[config.mk]
export PLATFORM = sky130hd
export DESIGN_NAME = signed_int_to_decimal_chars
export DESIGN_NICKNAME = d
export VERILOG_FILES = /design/src/s2d_pkg.sv /design/src/s2d_mag.sv /design/src/s2d_dabble.sv /design/src/s2d_ser.sv /design/src/signed_int_to_decimal_chars.sv
export VERILOG_INCLUDE_DIRS = /design/src /design/src/src
export SDC_FILE = /design/constraint.sdc
export NUM_CORES = 1
export LEC_CHECK = 0
export BUFFER_PORTS_ARGS = -buffer_cell sky130_fd_sc_hd__buf_4
export CORE_MARGIN = 4
export CORE_UTILIZATION = 60
export CTS_CLUSTER_SIZE = 40
export DETAILED_ROUTE_END_ITERATION = 10
export PLACE_DENSITY = 0.86
export SYNTH_ARGS = -nofsm -noshare
export SYNTH_HDL_FRONTEND = slang
export SYNTH_SLANG_ARGS = --single-unit
export TNS_END_PERCENT = 30
[constraint.sdc]
create_clock -name i_clk -period 11 [get_ports i_clk]
set_clock_uncertainty 0.2 [all_clocks]
set_input_delay 2.2 -clock i_clk [delete_from_list [all_inputs] [get_ports i_clk]]
set_output_delay 2.2 -clock i_clk [all_outputs]
set_load 0.005 [all_outputs]
[src/signed_int_to_decimal_chars_macros.svh]
// ----------------------------------------------------------------------------
// signed_int_to_decimal_chars assertion macros
// concurrent assertion forms for s2d_ser, clocked on i_clk, off during reset
// ----------------------------------------------------------------------------
`ifndef SIGNED_INT_TO_DECIMAL_CHARS_MACROS_SVH
`define SIGNED_INT_TO_DECIMAL_CHARS_MACROS_SVH

// consequent must hold in the same cycle as the antecedent
`define S2D_ASSERT_SAME(label, ante, cons, msg) \
    label: assert property (@(posedge i_clk) disable iff (!i_rst_n) (ante) |-> (cons)) \
        else $error(msg);

// consequent must hold in the cycle after the antecedent
`define S2D_ASSERT_NEXT(label, ante, cons, msg) \
    label: assert property (@(posedge i_clk) disable iff (!i_rst_n) (ante) |=> (cons)) \
        else $error(msg);

`endif

[src/s2d_pkg.sv]
// ----------------------------------------------------------------------------
// s2d_pkg
// shared types and constants of the integer to decimal text converter
// ----------------------------------------------------------------------------
package s2d_pkg;

    localparam int VALUE_W   = 32;
    localparam int N_DIG     = 10;
    localparam int DIGIT_W   = 4;
    localparam int BCD_W     = N_DIG * DIGIT_W;
    localparam int CHAR_W    = 6;
    localparam int IDX_W     = 4;
    localparam int STEP_BITS = 8;

    localparam logic [CHAR_W-1:0] CHAR_ZERO  = 6'd48;
    localparam logic [CHAR_W-1:0] CHAR_MINUS = 6'd45;

    typedef logic [N_DIG-1:0][DIGIT_W-1:0] t_digits;

    // one request in flight through the conversion stages
    typedef struct packed {
        logic               neg;
        t_digits            bcd;
        logic [VALUE_W-1:0] bin;
    } t_dab;

endpackage

[src/s2d_mag.sv]
// ----------------------------------------------------------------------------
// s2d_mag
// input stage: sign split and magnitude of the two's complement value
// ----------------------------------------------------------------------------
module s2d_mag
    import s2d_pkg::*;
(
    input  logic               i_clk,
    input  logic               i_rst_n,
    input  logic               i_valid,
    output logic               o_ready,
    input  logic [VALUE_W-1:0] i_value,
    output logic               o_valid,
    input  logic               i_ready,
    output t_dab               o_data
);

    logic r_valid;
    t_dab r_data;
    t_dab n_data;

    assign o_ready = !r_valid || i_ready;
    assign o_valid = r_valid;
    assign o_data  = r_data;

    // unsigned negate keeps the most negative value exact
    always_comb begin
        n_data.neg = i_value[VALUE_W-1];
        n_data.bcd = '0;
        n_data.bin = i_value[VALUE_W-1] ? (VALUE_W'(0) - i_value) : i_value;
    end

    always_ff @(posedge i_clk) begin
        if (!i_rst_n) begin
            r_valid <= 1'b0;
        end else if (o_ready) begin
            r_valid <= i_valid;
        end
        if (o_ready && i_valid) begin
            r_data <= n_data;
        end
    end

endmodule

[src/s2d_dabble.sv]
// ----------------------------------------------------------------------------
// s2d_dabble
// one pipeline stage of binary to bcd conversion, several bits per stage
// ----------------------------------------------------------------------------
module s2d_dabble
    import s2d_pkg::*;
(
    input  logic i_clk,
    input  logic i_rst_n,
    input  logic i_valid,
    output logic o_ready,
    input  t_dab i_data,
    output logic o_valid,
    input  logic i_ready,
    output t_dab o_data
);

    logic r_valid;
    t_dab r_data;
    t_dab n_data;

    assign o_ready = !r_valid || i_ready;
    assign o_valid = r_valid;
    assign o_data  = r_data;

    // shift-add-3: correct digits of five or more, then shift one bit in
    always_comb begin
        n_data = i_data;
        for (int s = 0; s < STEP_BITS; s++) begin
            for (int d = 0; d < N_DIG; d++) begin
                if (n_data.bcd[d] >= 4'd5) begin
                    n_data.bcd[d] = n_data.bcd[d] + 4'd3;
                end
            end
            {n_data.bcd, n_data.bin} = {n_data.bcd, n_data.bin} << 1;
        end
    end

    always_ff @(posedge i_clk) begin
        if (!i_rst_n) begin
            r_valid <= 1'b0;
        end else if (o_ready) begin
            r_valid <= i_valid;
        end
        if (o_ready && i_valid) begin
            r_data <= n_data;
        end
    end

endmodule

[src/s2d_ser.sv]
// ----------------------------------------------------------------------------
// s2d_ser
// character serializer: sign, then digits from the leading nonzero one
// ----------------------------------------------------------------------------
`include "signed_int_to_decimal_chars_macros.svh"

module s2d_ser
    import s2d_pkg::*;
(
    input  logic              i_clk,
    input  logic              i_rst_n,
    input  logic              i_valid,
    output logic              o_ready,
    input  t_dab              i_data,
    output logic              o_valid,
    input  logic              i_ready,
    output logic [CHAR_W-1:0] o_character,
    output logic              o_final_char
);

    logic             r_busy;
    logic             r_sign;
    logic [IDX_W-1:0] r_idx;
    t_digits          r_digits;
    logic [IDX_W-1:0] n_idx;
    logic             load;

    // position of the leading nonzero digit, zero gives one digit
    always_comb begin
        n_idx = '0;
        for (int d = 0; d < N_DIG; d++) begin
            if (i_data.bcd[d] != '0) begin
                n_idx = IDX_W'(d);
            end
        end
    end

    assign o_valid      = r_busy;
    assign o_final_char = !r_sign && (r_idx == '0);
    assign o_character  = r_sign ? CHAR_MINUS
                                 : CHAR_ZERO + {{(CHAR_W-DIGIT_W){1'b0}}, r_digits[r_idx]};
    assign o_ready      = !r_busy || (i_ready && o_final_char);
    assign load         = i_valid && o_ready;

    always_ff @(posedge i_clk) begin
        if (!i_rst_n) begin
            r_busy <= 1'b0;
            r_sign <= 1'b0;
            r_idx  <= '0;
        end else if (load) begin
            r_busy <= 1'b1;
            r_sign <= i_data.neg;
            r_idx  <= n_idx;
        end else if (r_busy && i_ready) begin
            if (o_final_char) begin
                r_busy <= 1'b0;
            end else if (r_sign) begin
                r_sign <= 1'b0;
            end else begin
                r_idx <= r_idx - 1'b1;
            end
        end
        if (load) begin
            r_digits <= i_data.bcd;
        end
    end

    `S2D_ASSERT_SAME(a_sign_not_final, r_busy && r_sign, !o_final_char, "minus sign flagged final")
    `S2D_ASSERT_SAME(a_idx_range, r_busy, r_idx <= IDX_W'(N_DIG - 1), "digit index out of range")
    `S2D_ASSERT_NEXT(a_load_busy, i_valid && o_ready, r_busy, "loaded request not held")
    `S2D_ASSERT_NEXT(a_drain_idle, r_busy && i_ready && o_final_char && !i_valid, !r_busy, "busy after final char")

endmodule

[src/signed_int_to_decimal_chars.sv]
// ----------------------------------------------------------------------------
// signed_int_to_decimal_chars
// 32-bit two's complement integer to decimal ascii, one char per ready cycle
// ----------------------------------------------------------------------------
// usage:
//   input channel i_valid / o_ready carries one request, i_value (32 bits,
//   signed). output channel o_valid / i_ready carries one character per
//   transfer: o_character (ascii '-' or '0'..'9') and o_final_char, set on
//   the last character of a number. a negative value starts with '-', zero
//   gives a single '0', no leading zeros are sent.
// path: the magnitude stage loads at the accepting edge, then the four bcd
//   stages and the serializer load in turn; the first character of a
//   request is offered once the serializer has loaded it.
// flow: a request gives 1 to 11 characters, one per transfer. the serializer
//   takes the next request only in the same cycle as the final character of
//   the current one leaves, so a waiting request follows with no gap.
// stall: while i_ready is low the current character holds; the pipeline in
//   front keeps taking requests until all five stages are full, then o_ready
//   drops. nothing is lost or repeated.
// reset: i_rst_n low (synchronous) empties every stage; no other state.
// ----------------------------------------------------------------------------
module signed_int_to_decimal_chars
    import s2d_pkg::*;
(
    input  logic                      i_clk,
    input  logic                      i_rst_n,
    input  logic                      i_valid,
    output logic                      o_ready,
    input  logic signed [VALUE_W-1:0] i_value,
    output logic                      o_valid,
    input  logic                      i_ready,
    output logic [CHAR_W-1:0]         o_character,
    output logic                      o_final_char
);

    localparam int N_STAGE = VALUE_W / STEP_BITS;

    // stage links: index 0 is the magnitude stage output
    logic [N_STAGE:0] link_valid;
    logic [N_STAGE:0] link_ready;
    t_dab             link_data [N_STAGE+1];

    // sign split and magnitude
    s2d_mag u_mag (
        .i_clk   (i_clk),
        .i_rst_n (i_rst_n),
        .i_valid (i_valid),
        .o_ready (o_ready),
        .i_value (i_value),
        .o_valid (link_valid[0]),
        .i_ready (link_ready[0]),
        .o_data  (link_data[0])
    );

    // binary to bcd, a byte of the magnitude per stage
    for (genvar g = 0; g < N_STAGE; g++) begin : g_dab
        s2d_dabble u_dab (
            .i_clk   (i_clk),
            .i_rst_n (i_rst_n),
            .i_valid (link_valid[g]),
            .o_ready (link_ready[g]),
            .i_data  (link_data[g]),
            .o_valid (link_valid[g+1]),
            .i_ready (link_ready[g+1]),
            .o_data  (link_data[g+1])
        );
    end

    // characters out, most significant first
    s2d_ser u_ser (
        .i_clk        (i_clk),
        .i_rst_n      (i_rst_n),
        .i_valid      (link_valid[N_STAGE]),
        .o_ready      (link_ready[N_STAGE]),
        .i_data       (link_data[N_STAGE]),
        .o_valid      (o_valid),
        .i_ready      (i_ready),
        .o_character  (o_character),
        .o_final_char (o_final_char)
    );

endmodule
After elaboration in Yosys (flattened, before gate mapping):

Index checks and enable logic that the tools add are counted.

* reduce and logical (&&, ||, !) cells: 37
* multiplexer cells: 288
* add/sub/neg operators: 268
* order comparisons: 266
* equality and inequality tests: 2

Operators with widths (number)
* $ge A4 B3 Y1 const B: 255
* $mux W4: 249
* $add A4 B2 Y4 const B: 234
* $mux W3: 26
* $add A3 B2 Y3 const B: 21
* $reduce_bool A4 Y1: 9
* $sub A1 B32 Y32 const A: 1
* $mux W31: 1
* $add A1 B2 Y3 const B: 10
* $ge A1 B3 Y1 const B: 10
* $bmux W4 S4: 1
* $logic_and A1 B1 Y1: 9
* $mux W1: 8
* $logic_not A1 Y1: 7
* $add A5 B5 Y6 const A: 1
* $logic_or A1 B1 Y1: 6
* $mux W6: 1
* $lt A4 B5 Y1 const B: 1
* $logic_not A4 Y1: 1
* $mux W2: 2
* $ne A2 B2 Y1 const B: 2
* $reduce_and A2 Y1: 2
* $reduce_bool A2 Y1: 2
* $sub A4 B1 Y4 const B: 1
* $reduce_and A3 Y1: 1

* input port bits: 36
* flip-flop bits (word level): 285

Longest topological paths before layout:

Gate-level depths: netlist (run 1).

* depth after elaboration: 16
* mapped depth: 38
* mapped depth without buffers: 38

Modules after synthesis:

Synthesis (run 1) repeated with hierarchy kept, for this count alone.

* cell total of the unflattened synthesis: 7484
* area total of the unflattened synthesis: 57121.0 µm²

By module, submodules not included
* s2d_dabble: times used 4, area an instance 13230.2 µm², sequential area each 1971.9 µm², cells an instance 1792
* s2d_mag: times used 1, area an instance 2108.3 µm², sequential area each 1011.0 µm², cells an instance 176
* s2d_ser: times used 1, area an instance 2092.0 µm², sequential area each 1321.3 µm², cells an instance 140

Worst setup path before layout (run 1):

OpenSTA, ideal clock, no wires.

* path type: flip-flop to flip-flop
* start point: register g_dab[2].u_dab.r_data, in the netlist g_dab[2].u_dab.o_data[60]
* end point: register g_dab[3].u_dab.r_data, in the netlist g_dab[3].u_dab.o_data[70], data pin
* setup slack: 4199 ps
* cell stages (with the launch flop): 37
* data required time: 10531 ps
* arrival: 6332 ps
* period minus slack after synthesis: 6801 ps
* cells stage by stage: edfxtp_1 -> inv_1 -> ha_1 -> inv_1 -> ha_1 -> a21oi_2 -> xnor2_1 -> inv_2 -> ha_1 -> nor2b_1 -> mux2i_1 -> a2111o_1 -> and2_1 -> inv_1 -> ha_1 -> a2111oi_0 -> a221oi_1 -> a21o_1 -> inv_1 -> ha_1 -> o21ai_0 -> a21oi_1 -> a311oi_1 -> a31oi_1 -> xnor2_1 -> or2_0 -> nand2_1 -> xor2_1 -> ha_1 -> inv_1 -> ha_1 -> a21oi_1 -> xnor2_1 -> ha_1 -> nand2b_1 -> a21oi_1 -> mux2i_1

RTL lines
* start: declaration: RTL line s2d_dabble.sv:19 `t_dab r_data;`
* start signal: assignment: RTL line s2d_dabble.sv:46 `r_data <= n_data;`
* end signal: assignment: RTL line s2d_dabble.sv:46
* end: declaration: RTL line s2d_dabble.sv:19

==> impl_metrics.csv, run 1 <==
group,metric,value,unit
status,outcome,"completed",
cts,worstSkewPairLatency,0.58,ns
timing,slew_violations,0,
setup_path,worstReg2RegEnd,"g_dab[3].u_dab.o_data[70]",
grt,overflow,0,
timing,setup_tns,0,ns
floorplan,core,0.0456,mm^2
timing,setup_viol,0,
timing,hold_violations,0,
synth,yosys_warnings,0,
synth,synth_area,0.0278,mm^2
floorplan,die_y,223,um
cts,ctsHoldBuffers,0,
timing,worst_hold_slack,0.214,ns
synth,syn-instance-count,3327,
setup_path,cp-end-kind,"register",
floorplan,dieArea,0.0498,mm^2
cts,htreeDepth,1,
timing,maxSlewHeadroom,0.225,
synth,synth-seq-area-share,0.254,
grt,grt_first_pass_wirelength,96600,um
layout,seqCellArea,0.00704,mm^2
grt,track_usage,0.213,
synth,synth_fp_nets,3511,
drt,dr.pass1.iters,6,
setup_path,required,11.19,ns
setup_path,cp-start-kind,"register",
cts,cts_max_path_buffers,3,
layout,synthToLayoutAreaGrowth,6.02,%
synth,yosys.area.top_type,"edfxtp_1",
grt,antenna_found_initial,1,
setup_path,path_max_fanout,6,
layout,nets,3490,
setup_path,slowest_delay,0.47,ns
floorplan,io_pins,45,
timing,period_minus_slack,7.65,ns
worst_hold_path,hold_start,"g_dab[1].u_dab.o_data[23]",
cts,clkTransAtPathRegs,0.07,ns
layout,nFillCells,3737,
placement,numPortBuffers,43,
cts,cts_post_setup_buffers_inserted,0,
synth,synthTopCellsByArea,"edfxtp_1 25%, ha_1 6.7%, a21oi_1 4.1%, nand2_1 3.9%, mux2i_1 3.8%",
placement,routabilityCongestion,0.886,
setup_path,r2r_start,"g_dab[2].u_dab.o_data[60]",
timing,fin_crit_sh,0.695,
setup_path,crit_top_cell,"ha_1",
timing,tightest_slew,1.16,ns
grt,grt_start_max_net_pins,51,
cts,cts_root_buf,"clkbuf_16",
synth,ys_types,146,
synth,avgSynthCellArea,8.34,um^2
drt,route.detailed.drc,0,
layout,final_area,0.0294,mm^2
layout,drive_above_1_share,0.105,
timing,rsz0062_at_grt,"no",
setup_path,reg2reg_setup_slack,3.35,ns
drt,ant_nets,0,
run,max-cap-violations,0,
layout,n_antenna_cell,0,
worst_hold_path,hold_path.class,"register to register",
setup_path,rr_worst_depth,36,
placement,placed_cell_area,0.0285,mm^2
timing,fmax,0.131,GHz
drt,vias,24500,
synth,synth-edff-count,227,
synth,ys_ff_latch,238,
drt,wl,55800,um
floorplan,row_count,78,
setup_path,slowest_stage,"edfxtp_1",
placement,dp_hpwl,41800,um
drt,wl_per_cell,14.2,um
cts,cts_made_buffers,29,
cts,post_cts_resized,0,
setup_path,worstPathArrival,7.84,ns
layout,multi_input_area,0.0194,mm^2
cts,tritoncts,"done",
floorplan,fp.dieW,223,um
floorplan,start_util,0.609,
synth,synthFlopType,"edfxtp_1",
cts,clock-sinks,238,
setup_path,path_class,"register to register",
worst_hold_path,worstHoldEndpoint,"g_dab[2].u_dab.o_data[31]",
grt,grt_pass1_vias,22200,
worst_hold_path,hold_depth,0,
drt,drtIter0Drc,1801,
synth,yosysTopAreaCellShare,0.246,
drt,viasPerCell,6.25,
synth,async_reset_ff_frac,0,
[routing by layer]
layer	global-route usage	wire length (um)	up-vias
met5	0	0	-
met4	0.0398	676	0
met3	0.0199	2250	54
met2	0.372	26700	502
met1	0.291	26100	11400
li1	-	-	12600
[synthesized netlist by cell type (all sizes together), types with 44 or more instances]
cell    number
clkbuf      69
and2        52
xnor2      113
o21ai      252
o21a        44
mux2i      113
a21oi      235
inv        225
nand2      289
nor3        84
o211ai      50
nand3       71
a211oi      62
or2         49
ha         148
nand2b      77
nor2       285
mux2        60
a21o        46
edfxtp     227
[critical path: cells and delay by family, from the launching register on]
family / cells / cell delay, ns
muxes: 2 / 0.36
adders and majority gates: 8 / 1.73
AOI/OAI and AO/OA: 11 / 2.47
buffers and inverters: 6 / 0.40
and+or+nand+nor: 5 / 0.64
DFF: 1 / 0.47
xor gates and xnor gates: 4 / 1.16
[state kept, by name (all words and copies together), names as in the netlist]
| signal | count |
|---|---|
| g_dab.u_dab.o_valid | 4 |
| u_ser.r_idx | 4 |
| u_mag.o_valid | 1 |
| u_mag.o_data | 33 |
| u_ser.o_valid | 1 |
| u_ser.r_digits | 40 |
| g_dab.u_dab.o_data | 154 |
| u_ser.r_sign | 1 |
[metrics by stage]
stage | setup WS [ns] | utilization | cells
final | 3.35 | 0.646 | 3929
after global routing | 2.62 | 0.646 | 3929
after CTS | 3.38 | 0.646 | 3929
after detailed placement | 3.39 | 0.625 | 3875
after global placement | 3.75 | 0.625 | 3875
after floorplan | 4.20 | - | 3327
[cells by family (layout without fill, tap and decap cells)]
group,after synthesis,in the layout,share of synthesized area
buffers and inverters,330,332,0.0480
multiplexers,183,183,0.0753
other,1,1,0.000135
AO/OA/AOI/OAI,1179,1179,0.308
XOR/XNOR,148,148,0.0517
adder cells (fa/ha/maj),152,152,0.0682
flip-flops,238,238,0.254
AND/OR/NAND/NOR,1096,1096,0.196
[final cells by class]
class | instances | share of cell area
flip-flops and latches | 238 | 0.239
multi-input cells | 2759 | 0.661
repair buffers | 51 | 0.0130
clock buffers | 30 | 0.0248
well taps | 600 | 0.0255
clock inverters | 24 | 0.00753
inverters | 227 | 0.0292
[placed cells by master, fill, tap and decap left out, types with 22 or more instances in the layout]
cell	count
mux2_2	52
inv_1	213
or3_1	35
o21ai_1	48
a211o_1	25
or2_2	26
xnor2_1	102
a31oi_1	31
nand2b_1	76
o22ai_1	40
mux2i_1	106
edfxtp_1	227
o21ai_0	203
buf_4	51
a21boi_0	27
xor2_1	30
and3_1	26
nand2_1	289
nand3_1	70
o31ai_1	32
nor4_1	24
o21bai_1	22
a21o_1	46
nor2b_1	34
and2_1	46
a21oi_1	225
o211ai_1	48
a211oi_1	56
clkbuf_16	29
ha_1	148
nor2_1	279
nor3_1	82
o21a_1	44
[worst max path at each step]
stage / endpoint / cells past startpoint / start / slack [ns]
6_report: g_dab[3].u_dab.o_data[70] / 36 / g_dab[2].u_dab.o_data[60] / 3.35
5_1_grt: g_dab[3].u_dab.o_data[70] / 36 / g_dab[2].u_dab.o_data[60] / 2.62
4_1_cts: g_dab[3].u_dab.o_data[70] / 36 / g_dab[2].u_dab.o_data[60] / 3.38
3_5_place_dp: g_dab[3].u_dab.o_data[70] / 36 / g_dab[2].u_dab.o_data[60] / 3.39
3_3_place_gp: g_dab[3].u_dab.o_data[70] / 36 / g_dab[2].u_dab.o_data[60] / 3.75
2_1_floorplan: g_dab[3].u_dab.o_data[70] / 36 / g_dab[2].u_dab.o_data[60] / 4.20
Power of run 1 is left out: the tool's default activity adds up to more than one toggle a clock period on the data nets, which glitch-free logic cannot reach.
==> inputs of run 2 (changes only) <==
--- a/config.mk
+++ b/config.mk
@@ -6,6 +6,7 @@
 export SDC_FILE = /design/constraint.sdc
 export NUM_CORES = 1
 export LEC_CHECK = 0
+export ABC_AREA = 1
 export BUFFER_PORTS_ARGS = -buffer_cell sky130_fd_sc_hd__buf_4
 export CORE_MARGIN = 4
 export CORE_UTILIZATION = 60
==> constraint.sdc (replaced) <==
create_clock -name i_clk -period 8 [get_ports i_clk]
set_clock_uncertainty 0.2 [all_clocks]
set_input_delay 1.6 -clock i_clk [delete_from_list [all_inputs] [get_ports i_clk]]
set_output_delay 1.6 -clock i_clk [all_outputs]
set_load 0.005 [all_outputs]
==> impl_metrics.csv, run 2 <==
group,metric,value,unit
timing,fin_crit_sh,0.790,
synth,synth-edff-count,227,
layout,drive_above_1_share,0.148,
cts,cts_post_setup_buffers_inserted,0,
placement,routabilityCongestion,0.857,
setup_path,slowest_delay,0.44,ns
synth,synthTopCellsByCount,"1106 x nand2_1, 564 x inv_1, 322 x nand3_1",
grt,overflow,0,
timing,tightest_slew,1.03,ns
cts,tritoncts,"done",
floorplan,io_pins,45,
placement,numPortBuffers,43,
timing,slew_violations,0,
grt,track_usage,0.202,
floorplan,row_count,73,
cts,post_cts_resized,0,
setup_path,worstPathArrival,6.38,ns
cts,cts_made_buffers,27,
floorplan,dieArea,0.0438,mm^2
drt,dr.pass1.iters,7,
timing,setup_viol,0,
synth,yosys_warnings,0,
drt,wl,44700,um
setup_path,cp-start-kind,"register",
synth,yosys.area.top_type,"edfxtp_1",
cts,ctsHoldBuffers,0,
setup_path,path_class,"register to register",
floorplan,die_y,209,um
synth,synthFlopType,"edfxtp_1",
status,outcome,"completed",
layout,final_common_cell,"nand2_1",
layout,largest_reg_flops,154,
grt,grt_start_max_net_pins,47,
synth,yosysTopAreaCellShare,0.281,
drt,route.detailed.drc,0,
synth,synth_area,0.0243,mm^2
drt,ant_nets,0,
timing,period_minus_slack,6.32,ns
synth,synth_fp_nets,3635,
cts,worstSkewPairLatency,0.55,ns
timing,rsz0062_at_grt,"no",
drt,drtIter0Drc,949,
worst_hold_path,hold_path.class,"register to register",
synth,ys_ff_latch,238,
setup_path,path_max_fanout,6,
layout,final_cells,4063,
setup_path,slowest_stage,"edfxtp_1",
placement,dp_cells,4014,
timing,fmax,0.158,GHz
synth,ys_types,57,
run,max-cap-violations,0,
cts,clkTransAtPathRegs,0.07,ns
floorplan,fp.dieW,209,um
cts,clock-sinks,238,
timing,maxSlewHeadroom,0.314,
layout,final_util,0.656,
layout,n_antenna_cell,0,
cts,cts_root_buf,"clkbuf_16",
synth,avgSynthCellArea,7.04,um^2
synth,syn-instance-count,3451,
layout,nets,3702,
synth,async_reset_ff_frac,0,
synth,synthTopCellsByArea,"edfxtp_1 28%, nand2_1 17%, inv_1 8.7%, ha_1 7.6%, nand3_1 6.6%",
setup_path,cp-end-kind,"register",
synth,yosysMostFrequentCell,"nand2_1",
floorplan,core,0.0399,mm^2
placement,dp_hpwl,35700,um
timing,hold_violations,0,
layout,layout_common_cells,"1106 x nand2_1, 564 x inv_1, 322 x nand3_1, 227 x edfxtp_1, 190 x nand2_2",
drt,wl_per_cell,11.0,um
drt,vias,21400,
grt,grt_pass1_vias,20000,
cts,cts_max_path_buffers,3,
drt,viasPerCell,5.26,
floorplan,start_util,0.609,
setup_path,required,8.06,ns
grt,grt_first_pass_wirelength,80000,um
grt,antenna_found_initial,0,
cts,htreeDepth,1,
synth,synth-seq-area-share,0.290,
layout,synthToLayoutAreaGrowth,7.71,%
timing,setup_tns,0,ns
setup_path,crit_top_cell,"inv_1",
-- run 2: cell count changes in the layout (fill, tap and decap cells not counted), moves of 139 or more --
cell	delta
nand2_1	+817
inv_1	+351
nand3_1	+252
nor2_1	-199
nand2_2	+190
a21oi_1	-180
nand4_1	+139
-- run 2: cells by family after synthesis --
| group | Yosys count | synth area share |
|---|---|---|
| other | 1 | 0.000154 |
| muxes | 3 | 0.00124 |
| and+or+nand+nor | 2065 | 0.419 |
| xor gates and xnor gates | 117 | 0.0482 |
| DFF | 238 | 0.290 |
| adders and majority gates | 148 | 0.0762 |
| AOI/OAI and AO/OA | 276 | 0.0723 |
| buffers and inverters | 603 | 0.0933 |
-- run 2: critical path: cells and delay by family, from the launching register on --
kind / cells / cell delay (ns)
AO/OA/AOI/OAI: 5 / 1.11
XOR/XNOR: 4 / 0.77
adder cells (fa/ha/maj): 6 / 1.21
buffers and inverters: 10 / 0.81
flip-flops: 1 / 0.44
AND/OR/NAND/NOR: 15 / 1.49
-- run 2: through the flow --
step,setup slack [ns],hold slack (ns),area (um^2)
2_1_floorplan,2.49,0.200,24300
3_3_place_gp,2.12,0.201,25300
3_5_place_dp,1.83,0.205,25300
4_1_cts,1.70,0.214,26200
5_1_grt,0.866,0.220,26200
6_report,1.68,0.210,26200
-- run 2: final timing paths --
path	from	to	slack, ns	cells past startpoint
max	g_dab[0].u_dab.o_data[36]	g_dab[1].u_dab.o_data[49]	1.68	40
min	g_dab[0].u_dab.o_data[23]	g_dab[1].u_dab.o_data[31]	0.21	0
max reg2reg	g_dab[0].u_dab.o_data[36]	g_dab[1].u_dab.o_data[49]	1.68	40
min reg2reg	g_dab[0].u_dab.o_data[23]	g_dab[1].u_dab.o_data[31]	0.21	0
-- run 2: layout make-up --
type	instances	area (um^2)
Clock buffer	31	711
Clock inverter	18	164
Fill cell	3322	13700
Inverter	593	2230
Multi-Input combinational cell	2610	15000
Sequential cell	238	7040
Tap cell	525	657
Timing Repair Buffer	48	360
-- run 2: metal layers --
metal	routed length, um	up-vias	track usage
li1	-	11500	-
met1	19600	9542	0.232
met2	22900	269	0.393
met3	1220	77	0.0212
met4	1020	0	0.0563
met5	0	-	0
Power of run 2 is left out for the same reason.
